--- config.mk ---
export PLATFORM = sky130hd
export DESIGN_NAME = recursive_impedance_inversion_flat
export DESIGN_NICKNAME = d
export VERILOG_FILES = /design/src/rtl/rii_pkg.sv /design/src/rtl/rii_in_if.sv /design/src/rtl/rii_out_if.sv /design/src/rtl/recursive_impedance_inversion.sv /design/src/rtl/rii_front.sv /design/src/rtl/rii_queue.sv /design/src/rtl/rii_back.sv /design/src/flat_wrapper.sv
export VERILOG_INCLUDE_DIRS = /design/src /design/src/rtl
export SDC_FILE = /design/constraint.sdc
export NUM_CORES = 2
export LEC_CHECK = 0
export BUFFER_PORTS_ARGS = -buffer_cell sky130_fd_sc_hd__buf_2
export CORE_ASPECT_RATIO = 0.8
export CORE_MARGIN = 3
export CORE_UTILIZATION = 40
export DETAILED_ROUTE_END_ITERATION = 16
export PLACE_DENSITY = 0.62
export SLEW_MARGIN = 40
export SYNTH_ARGS = -nofsm -noshare
export SYNTH_HDL_FRONTEND = slang
export SYNTH_SLANG_ARGS = --single-unit
--- constraint.sdc ---
create_clock -name clk -period 21.3 [get_ports clk]
set_input_delay 0 -clock clk [delete_from_list [all_inputs] [get_ports clk]]
set_output_delay 0 -clock clk [all_outputs]
set_load 0.005 [all_outputs]
--- src/rtl/recursive_impedance_inversion_defines.svh ---
// ----------------------------------------------------------------------------
// Assertion macros for the recursive impedance inversion block
// Shared concurrent-check helpers, clocked on clk and gated by rst_n.
// ----------------------------------------------------------------------------
`ifndef RECURSIVE_IMPEDANCE_INVERSION_DEFINES_SVH
`define RECURSIVE_IMPEDANCE_INVERSION_DEFINES_SVH

// A property that must hold at every clock edge outside reset.
`define RII_ASSERT(lbl, prop, msg) \
  lbl: assert property (@(posedge clk) disable iff (!rst_n) prop) else $error(msg);

// When the antecedent holds, the consequent must hold in the next cycle.
`define RII_ASSERT_NEXT(lbl, ante, cons, msg) \
  `RII_ASSERT(lbl, (ante) |=> (cons), msg)

`endif

--- src/rtl/rii_pkg.sv ---
// ----------------------------------------------------------------------------
// Recursive impedance inversion package
// Widths, fixed-point constants and the work item passed from front to back.
// ----------------------------------------------------------------------------
package rii_pkg;

  localparam int REFL_W   = 16;
  localparam int IMP_W    = 32;
  localparam int FACTOR_W = 16;
  localparam int PROD_W   = IMP_W + FACTOR_W;

  // 0.999 in Q1.15, rounded to nearest.
  localparam int REFL_BOUND = 32735;
  localparam int Q15_ONE    = 32768;

  localparam int DEFAULT_QUEUE_DEPTH = 2;

  typedef logic signed [REFL_W-1:0] refl_t;
  typedef logic [IMP_W-1:0]         imp_t;
  typedef logic [FACTOR_W-1:0]      factor_t;

  // One classified sample: numerator and denominator of the step factor and
  // the already-clipped start value.
  typedef struct packed {
    logic    first;
    factor_t num;
    factor_t den;
    imp_t    start;
  } work_t;

endpackage

--- src/rtl/rii_in_if.sv ---
// ----------------------------------------------------------------------------
// Input channel interface
// Valid/ready channel carrying one reflection sample per request.
// ----------------------------------------------------------------------------
interface rii_in_if;
  logic               valid;
  logic               ready;
  logic signed [15:0] reflection;
  logic               first_of_trace;
  logic signed [31:0] start_impedance;

  modport source (output valid, reflection, first_of_trace, start_impedance,
                  input ready);
  modport sink   (input valid, reflection, first_of_trace, start_impedance,
                  output ready);
endinterface

--- src/rtl/rii_out_if.sv ---
// ----------------------------------------------------------------------------
// Result channel interface
// Valid/ready channel carrying one impedance value per request.
// ----------------------------------------------------------------------------
interface rii_out_if;
  logic        valid;
  logic        ready;
  logic [31:0] impedance;
  logic        saturated;

  modport source (output valid, impedance, saturated, input ready);
  modport sink   (input valid, impedance, saturated, output ready);
endinterface

--- src/rtl/recursive_impedance_inversion.sv ---
// ----------------------------------------------------------------------------
// Recursive impedance inversion
// Turns a stream of reflection samples into a running acoustic impedance.
// ----------------------------------------------------------------------------
// Usage: each request on in_chan carries one Q1.15 reflection sample, a
// first-of-trace mark and a Q20.12 start value. Each request on out_chan
// carries the running Q20.12 impedance after that sample and a flag that
// tells whether the value was clipped at its maximum. Exactly one result
// leaves for every sample taken, in order.
// Flow: the back end takes one sample at a time through one load, one
// multiply, one range check, 32 divider steps and one write-back; when the
// product saturates it skips the divider steps. The 32-step radix-2 divider
// sets the sustained rate, and the back end takes no new sample until it has
// written back the last one.
// The front end and the queue keep taking samples while the back end works.
// Reset (rst_n low, synchronous) empties the queue and the output register
// and clears the running impedance to zero.
// When the receiver stalls, the finished result is held on out_chan and the
// back end waits before writing back; the queue then fills and in_chan
// drops ready.
// ----------------------------------------------------------------------------
module recursive_impedance_inversion
  import rii_pkg::*;
#(
  parameter int QUEUE_DEPTH = DEFAULT_QUEUE_DEPTH
) (
  input  logic      clk,
  input  logic      rst_n,
  rii_in_if.sink    in_chan,
  rii_out_if.source out_chan
);

  // Front to queue.
  logic  push_valid;
  logic  push_ready;
  work_t push_data;

  // Queue to back end.
  logic  pop_valid;
  logic  pop_ready;
  work_t pop_data;

  // The front end clamps the reflection and forms 1+r and 1-r in Q1.15.
  rii_front u_front (
    .clk        (clk),
    .rst_n      (rst_n),
    .in_chan    (in_chan),
    .push_valid (push_valid),
    .push_data  (push_data),
    .push_ready (push_ready)
  );

  // The queue lets the front end run ahead of the long divider.
  rii_queue #(
    .DEPTH (QUEUE_DEPTH)
  ) u_queue (
    .clk        (clk),
    .rst_n      (rst_n),
    .push_valid (push_valid),
    .push_data  (push_data),
    .push_ready (push_ready),
    .pop_valid  (pop_valid),
    .pop_data   (pop_data),
    .pop_ready  (pop_ready)
  );

  // The back end holds the running impedance and computes the rounded
  // quotient Z * num / den, saturating when it does not fit in 32 bits.
  rii_back u_back (
    .clk       (clk),
    .rst_n     (rst_n),
    .pop_valid (pop_valid),
    .pop_data  (pop_data),
    .pop_ready (pop_ready),
    .out_chan  (out_chan)
  );

endmodule

--- src/rtl/rii_front.sv ---
// ----------------------------------------------------------------------------
// Front end
// Accepts samples, clamps the reflection and forms the step factor terms.
// ----------------------------------------------------------------------------
module rii_front
  import rii_pkg::*;
(
  input  logic      clk,
  input  logic      rst_n,
  rii_in_if.sink    in_chan,
  output logic      push_valid,
  output work_t     push_data,
  input  logic      push_ready
);

  localparam logic signed [REFL_W+1:0] ONE_S   = (REFL_W+2)'(Q15_ONE);
  localparam logic signed [REFL_W+1:0] BOUND_S = (REFL_W+2)'(REFL_BOUND);

  logic                     f_valid_r;
  work_t                    f_work_r;
  logic signed [REFL_W+1:0] refl_x;
  logic signed [REFL_W+1:0] refl_c;
  logic signed [REFL_W+1:0] num_w;
  logic signed [REFL_W+1:0] den_w;
  work_t                    work_nxt;
  logic                     accept;

  always_comb begin
    refl_x = (REFL_W+2)'(in_chan.reflection);
    if (refl_x > BOUND_S) begin
      refl_c = BOUND_S;
    end else if (refl_x < -BOUND_S) begin
      refl_c = -BOUND_S;
    end else begin
      refl_c = refl_x;
    end
    num_w          = ONE_S + refl_c;
    den_w          = ONE_S - refl_c;
    work_nxt.first = in_chan.first_of_trace;
    work_nxt.num   = num_w[FACTOR_W-1:0];
    work_nxt.den   = den_w[FACTOR_W-1:0];
    work_nxt.start = in_chan.start_impedance[IMP_W-1] ? '0 : imp_t'(in_chan.start_impedance);
  end

  assign in_chan.ready = !f_valid_r || push_ready;
  assign accept        = in_chan.valid && in_chan.ready;
  assign push_valid    = f_valid_r;
  assign push_data     = f_work_r;

  always_ff @(posedge clk) begin
    if (!rst_n) begin
      f_valid_r <= 1'b0;
    end else if (accept) begin
      f_valid_r <= 1'b1;
    end else if (push_ready) begin
      f_valid_r <= 1'b0;
    end
  end

  always_ff @(posedge clk) begin
    if (accept) begin
      f_work_r <= work_nxt;
    end
  end

endmodule

--- src/rtl/rii_queue.sv ---
// ----------------------------------------------------------------------------
// Work queue
// Small flip-flop FIFO that decouples the front end from the back end.
// ----------------------------------------------------------------------------
`include "recursive_impedance_inversion_defines.svh"

module rii_queue
  import rii_pkg::*;
#(
  parameter int DEPTH = DEFAULT_QUEUE_DEPTH
) (
  input  logic  clk,
  input  logic  rst_n,
  input  logic  push_valid,
  input  work_t push_data,
  output logic  push_ready,
  output logic  pop_valid,
  output work_t pop_data,
  input  logic  pop_ready
);

  localparam int PW = $clog2(DEPTH);
  localparam int CW = $clog2(DEPTH + 1);

  work_t         mem_r [DEPTH];
  logic [PW-1:0] wr_ptr_r;
  logic [PW-1:0] rd_ptr_r;
  logic [CW-1:0] count_r;
  logic          push_fire;
  logic          pop_fire;

  assign push_ready = count_r != CW'(DEPTH);
  assign pop_valid  = count_r != '0;
  assign pop_data   = mem_r[rd_ptr_r];
  assign push_fire  = push_valid && push_ready;
  assign pop_fire   = pop_valid && pop_ready;

  always_ff @(posedge clk) begin
    if (!rst_n) begin
      wr_ptr_r <= '0;
      rd_ptr_r <= '0;
      count_r  <= '0;
    end else begin
      if (push_fire) begin
        wr_ptr_r <= (wr_ptr_r == PW'(DEPTH - 1)) ? '0 : wr_ptr_r + 1'b1;
      end
      if (pop_fire) begin
        rd_ptr_r <= (rd_ptr_r == PW'(DEPTH - 1)) ? '0 : rd_ptr_r + 1'b1;
      end
      if (push_fire && !pop_fire) begin
        count_r <= count_r + 1'b1;
      end else if (pop_fire && !push_fire) begin
        count_r <= count_r - 1'b1;
      end
    end
  end

  always_ff @(posedge clk) begin
    if (push_fire) begin
      mem_r[wr_ptr_r] <= push_data;
    end
  end

  `RII_ASSERT(a_count_bound, count_r <= CW'(DEPTH), "queue count beyond depth")
  `RII_ASSERT_NEXT(a_count_up, push_fire && !pop_fire, count_r == $past(count_r) + 1'b1, "queue count missed a push")
  `RII_ASSERT_NEXT(a_count_down, pop_fire && !push_fire, count_r == $past(count_r) - 1'b1, "queue count missed a pop")

endmodule

--- src/rtl/rii_back.sv ---
// ----------------------------------------------------------------------------
// Back end
// Applies the step factor to the running impedance with a radix-2 divider.
// ----------------------------------------------------------------------------
`include "recursive_impedance_inversion_defines.svh"

module rii_back
  import rii_pkg::*;
(
  input  logic      clk,
  input  logic      rst_n,
  input  logic      pop_valid,
  input  work_t     pop_data,
  output logic      pop_ready,
  rii_out_if.source out_chan
);

  localparam logic [2:0] S_IDLE = 3'd0;
  localparam logic [2:0] S_MUL  = 3'd1;
  localparam logic [2:0] S_CHK  = 3'd2;
  localparam logic [2:0] S_DIV  = 3'd3;
  localparam logic [2:0] S_FIN  = 3'd4;

  localparam int CNT_W = $clog2(IMP_W);

  logic [2:0]        state_r;
  work_t             work_r;
  imp_t              z_r;
  logic [PROD_W-1:0] dvd_r;
  factor_t           rem_r;
  logic [CNT_W-1:0]  cnt_r;
  logic              sat_r;
  logic              out_valid_r;
  imp_t              out_imp_r;
  logic              out_sat_r;

  imp_t              z_sel;
  logic [PROD_W-1:0] prod;
  logic [FACTOR_W:0] rem_shift;
  logic              q_bit;
  logic              slot_free;

  assign z_sel     = work_r.first ? work_r.start : z_r;
  assign prod      = z_sel * work_r.num;
  assign rem_shift = {rem_r, dvd_r[IMP_W-1]};
  assign q_bit     = rem_shift >= {1'b0, work_r.den};
  assign slot_free = !out_valid_r || out_chan.ready;
  assign pop_ready = state_r == S_IDLE;

  assign out_chan.valid     = out_valid_r;
  assign out_chan.impedance = out_imp_r;
  assign out_chan.saturated = out_sat_r;

  always_ff @(posedge clk) begin
    if (!rst_n) begin
      state_r     <= S_IDLE;
      z_r         <= '0;
      out_valid_r <= 1'b0;
    end else begin
      if (state_r == S_FIN && slot_free) begin
        out_valid_r <= 1'b1;
      end else if (out_chan.ready) begin
        out_valid_r <= 1'b0;
      end
      unique case (state_r)
        S_IDLE: begin
          if (pop_valid) begin
            state_r <= S_MUL;
          end
        end
        S_MUL: begin
          state_r <= S_CHK;
        end
        S_CHK: begin
          state_r <= (dvd_r[PROD_W-1:IMP_W] >= work_r.den) ? S_FIN : S_DIV;
        end
        S_DIV: begin
          if (cnt_r == CNT_W'(IMP_W - 1)) begin
            state_r <= S_FIN;
          end
        end
        S_FIN: begin
          if (slot_free) begin
            z_r     <= dvd_r[IMP_W-1:0];
            state_r <= S_IDLE;
          end
        end
        default: begin
          state_r <= S_IDLE;
        end
      endcase
    end
  end

  // Datapath: dividend and quotient share dvd_r, the remainder is in rem_r; the quotient bits
  // shift in at the bottom as the dividend bits shift out at the top.
  always_ff @(posedge clk) begin
    case (state_r)
      S_IDLE: begin
        if (pop_valid) begin
          work_r <= pop_data;
        end
      end
      S_MUL: begin
        dvd_r <= prod + PROD_W'(work_r.den[FACTOR_W-1:1]);
      end
      S_CHK: begin
        cnt_r <= '0;
        rem_r <= dvd_r[PROD_W-1:IMP_W];
        if (dvd_r[PROD_W-1:IMP_W] >= work_r.den) begin
          dvd_r[IMP_W-1:0] <= '1;
          sat_r            <= 1'b1;
        end else begin
          sat_r <= 1'b0;
        end
      end
      S_DIV: begin
        cnt_r            <= cnt_r + 1'b1;
        rem_r            <= q_bit ? FACTOR_W'(rem_shift - {1'b0, work_r.den})
                                  : rem_shift[FACTOR_W-1:0];
        dvd_r[IMP_W-1:0] <= {dvd_r[IMP_W-2:0], q_bit};
      end
      S_FIN: begin
        if (slot_free) begin
          out_imp_r <= dvd_r[IMP_W-1:0];
          out_sat_r <= sat_r;
        end
      end
      default: begin
      end
    endcase
  end

  `RII_ASSERT(a_sat_clips, (out_valid_r && out_sat_r) |-> (out_imp_r == '1), "saturated result not clipped")
  `RII_ASSERT(a_rem_small, (state_r == S_DIV) |-> (rem_r < work_r.den), "divider remainder out of range")
  `RII_ASSERT_NEXT(a_fin_hold, state_r == S_FIN && !slot_free, state_r == S_FIN, "result lost while output stalled")

endmodule
--- src/flat_wrapper.sv ---
// flat-port wrapper written by rule: the top's interface ports become plain ports
module recursive_impedance_inversion_flat import rii_pkg::*;
#(
  parameter int QUEUE_DEPTH = DEFAULT_QUEUE_DEPTH
)
  (clk, rst_n, in_chan_valid, in_chan_reflection, in_chan_first_of_trace, in_chan_start_impedance, in_chan_ready, out_chan_valid, out_chan_impedance, out_chan_saturated, out_chan_ready);
  rii_in_if in_chan_i ();
  rii_out_if out_chan_i ();
  input  logic clk;
  input  logic rst_n;
  input wire logic [$bits(in_chan_i.valid)-1:0] in_chan_valid;
  input wire logic [$bits(in_chan_i.reflection)-1:0] in_chan_reflection;
  input wire logic [$bits(in_chan_i.first_of_trace)-1:0] in_chan_first_of_trace;
  input wire logic [$bits(in_chan_i.start_impedance)-1:0] in_chan_start_impedance;
  output wire logic [$bits(in_chan_i.ready)-1:0] in_chan_ready;
  output wire logic [$bits(out_chan_i.valid)-1:0] out_chan_valid;
  output wire logic [$bits(out_chan_i.impedance)-1:0] out_chan_impedance;
  output wire logic [$bits(out_chan_i.saturated)-1:0] out_chan_saturated;
  input wire logic [$bits(out_chan_i.ready)-1:0] out_chan_ready;
  assign in_chan_i.valid = in_chan_valid;
  assign in_chan_i.reflection = in_chan_reflection;
  assign in_chan_i.first_of_trace = in_chan_first_of_trace;
  assign in_chan_i.start_impedance = in_chan_start_impedance;
  assign in_chan_ready = in_chan_i.ready;
  assign out_chan_valid = out_chan_i.valid;
  assign out_chan_impedance = out_chan_i.impedance;
  assign out_chan_saturated = out_chan_i.saturated;
  assign out_chan_i.ready = out_chan_ready;
  recursive_impedance_inversion #(.QUEUE_DEPTH(QUEUE_DEPTH)) u_core (.clk(clk), .rst_n(rst_n), .in_chan(in_chan_i), .out_chan(out_chan_i));
endmodule
==> flow_metrics.tcl <==
set metrics [dict create \
    die_w_um 328.7 \
    overflow 0 \
    track_usage 0.1929 \
    wirelength_um 81910 \
    antenna_found_initial 3 \
    fmaxAchievable_mhz 133.4 \
    hold_path_class "in2reg" \
    hpwl_um 60720 \
    dieHeight_um 264.2 \
    io_buffers 87 \
    crit_fanout 32 \
    insertedDiodeCount 0 \
    synthFlopType "edfxtp_1" \
    ant_nets 0 \
    crit_arrival_ns 7.81 \
    drive_above_1_share 0.09097 \
    yosysSeqAreaShare 0.3445 \
    synthSimpleGateAreaFrac 0.1304 \
    synth_top_area_frac 0.3198 \
    nets 3858 \
    hold_viol 0 \
    endpoint_kind "register" \
    grt_pass1_vias 22573 \
    synth_top_family_by_area "adder cells" \
    clkTransAtPathRegs_ns 0.07 \
    yosysMostFrequentCell "inv_1" \
    viasPerCell 5.064 \
    synth-edff-count 355 \
    required_ns 21.61 \
    synth.top_cells.by_area "edfxtp_1 (32%), fa_1 (26%), ha_1 (6.6%)" \
    synthMuxAreaShare 0.03690 \
    tightest_slew_ns 0.8208 \
    async_flop_share 0 \
    critPathKind "reg2reg" \
    grt_max_degree 65 \
    status "completed" \
    area_delta_synth_final_pct 9.929 \
    synth-compound-area-share 0.06329 \
    wl_per_cell_um 18.94 \
    grt_first_pass_wirelength_um 130600 \
    clock_skew_ns 0.04349 \
    yosysUniqueCellTypes 70 \
    cts.path.max_buffers 3 \
    cts_buffers 37 \
    slew_headroom 0.4528 \
    die-area_um2 86850 \
    cts.sinks 396 \
    gp_congestion 0.9480 \
    syn_area_per_cell_um2 10.66 \
    fin_tns_setup_ns 0 \
    vias 21903 \
    yosysTopAreaCell "edfxtp_1" \
    fillCellCount 7754 \
    htree_levels 2 \
    synth_cells 3128 \
    tritoncts "yes" \
    yosysWarnings 0 \
    cts_root_buf "clkbuf_16" \
    clk_latency_ns 0.58 \
    ys_ff_latch 396 \
    cts_setup_buffers 0 \
    row_count 94 \
    drt_iter0_drc 1471 \
    initial_core_util 0.4043 \
    finalCritPeriodShare 0.3519 \
    max_cap_viol_count 0 \
    worst_setup_path_start_kind "register" \
    drtPass1Iterations 6 \
    syn_nets 3791 \
    synth_fa_ha_area_frac 0.3267 \
    core-area_um2 82450 \
    period_needed_ns 7.495 \
    rsz0062_at_grt "no" \
    finalSetupViolations 0 \
    final_max_slew_viol_count 0 \
    syn-cell-area_um2 33330 \
    synthTopCellsByCount "inv_1 (575), fa_1 (434), nand2_1 (433)" \
    drc_errors 0 \
    ios 88 \
    synth_xor_area_frac 0.01708 \
]
==> critical path: stages, from the launching register on <==
cell      delay, ns
edfxtp_1       0.32
buf_4          0.45
mux2_2         0.59
and2_1         0.26
fa_1           0.53
inv_1          0.05
fa_1           0.48
fa_1           0.53
inv_1          0.06
fa_1           0.44
fa_1           0.53
inv_1          0.06
fa_1           0.48
inv_1          0.04
ha_1           0.39
a21o_1         0.21
a31oi_1        0.17
a211oi_1       0.30
nor3_1         0.08
a21oi_1        0.47
a41oi_1        0.36
nand4b_1       0.26
and3_1         0.17
==> routing by layer <==
layer | share of wire | GRT usage
met1 | 0.46 | 0.2786
met2 | 0.46 | 0.3077
met3 | 0.063 | 0.03429
met4 | 0.018 | 0.03483
met5 | 0.00011 | 0
==> flip-flops by register name, summed over array words and instances (netlist names), 3 cells and up <==
| signal | cells |
|---|---|
| u_core.u_back.z_r | 32 |
| u_core.u_back.work_r | 63 |
| u_core.u_back.state_r | 3 |
| u_core.u_back.cnt_r | 5 |
| u_core.u_back.dvd_r | 48 |
| u_core.u_back.out_chan.impedance | 32 |
| u_core.u_queue.mem_r | 126 |
| u_core.u_front.push_data | 63 |
| u_core.u_back.rem_r | 16 |
==> kinds of logic (layout without fill, tap and decap cells) <==
kind of cell | count (synthesis) | in the layout
compound gates | 331 | 331
xor+xnor | 65 | 65
fa+ha+maj | 610 | 610
buf+inv | 715 | 808
flops | 396 | 396
mux | 111 | 111
simple gates | 900 | 900
==> cell type report <==
type	instances	area, µm²	area share
Multi-Input combinational cell	2017	19190	0.5238
Sequential cell	396	11480	0.3134
Inverter	576	2163	0.05904
Tap cell	1104	1381	0.03770
Timing Repair Buffer	167	1190	0.03248
Clock buffer	42	965.9	0.02636
Clock inverter	23	264.0	0.007205
==> cell usage in the layout, fill, tap and decap left out, types with 6 or more instances in the layout <==
cell           count
and2_1           228
edfxtp_1         355
mux2_2            95
nand4_1           17
a21o_1            40
nor2_1            67
inv_1            574
ha_1             176
nor3_1            41
buf_4             26
nand3_1           12
fa_1             434
clkbuf_16         38
nor2b_1           40
nand2b_1          14
o21a_1             9
a211oi_1          13
mux2i_1           16
nand2_1          433
o21ai_0           75
xor2_1            27
and3_1            16
a31oi_1           13
o21bai_1          10
clkinv_2           8
a21oi_1           93
dfxtp_1           40
clkinv_1           6
o211ai_1           6
dlygate4sd3_1     49
a21boi_0          36
buf_2             87
xnor2_1           38
==> stage by stage <==
step | hold slack (ns) | instance area [µm²] | util | std cells | worst slack, ns
3_3_place_gp | 0.1788 | 34860 | 0.4228 | 4209 | 14.04
4_1_cts | 0.01311 | 36640 | 0.4444 | 4325 | 13.89
5_1_grt | 0.05277 | 36640 | 0.4444 | 4325 | 13.48
6_report | 0.04591 | 36640 | 0.4444 | 4325 | 13.81
3_5_place_dp | 0.1903 | 34920 | 0.4235 | 4211 | 13.91
2_1_floorplan | 0.09887 | 33330 | - | 3128 | 13.21
==> final timing paths <==
check	endpoint	cells after the start	start	slack, ns
setup reg to reg	u_core.u_back.dvd_r[47]$_DFFE_PP_	22	u_core.u_back.work_r[64]$_DFFE_PP_	13.81
setup / recovery	u_core.u_back.dvd_r[47]$_DFFE_PP_	22	u_core.u_back.work_r[64]$_DFFE_PP_	13.81
hold / removal	u_core.u_front.push_data[22]$_SDFFCE_PP0P_	2	in_chan_start_impedance[31]	0.05
hold reg to reg	u_core.u_queue.mem_r[0][39]$_DFFE_PP_	0	u_core.u_front.push_data[40]$_DFFE_PP_	0.44
==> what timing repair did <==
item | CTS | global route
gates resized for setup | 0 | 0
hold endpoints to repair | 62 | 0
hold buffers | 49 | 0
Power is left out: the tool's default activity adds up to more than one toggle a clock period on the data nets, which glitch-free logic cannot reach.
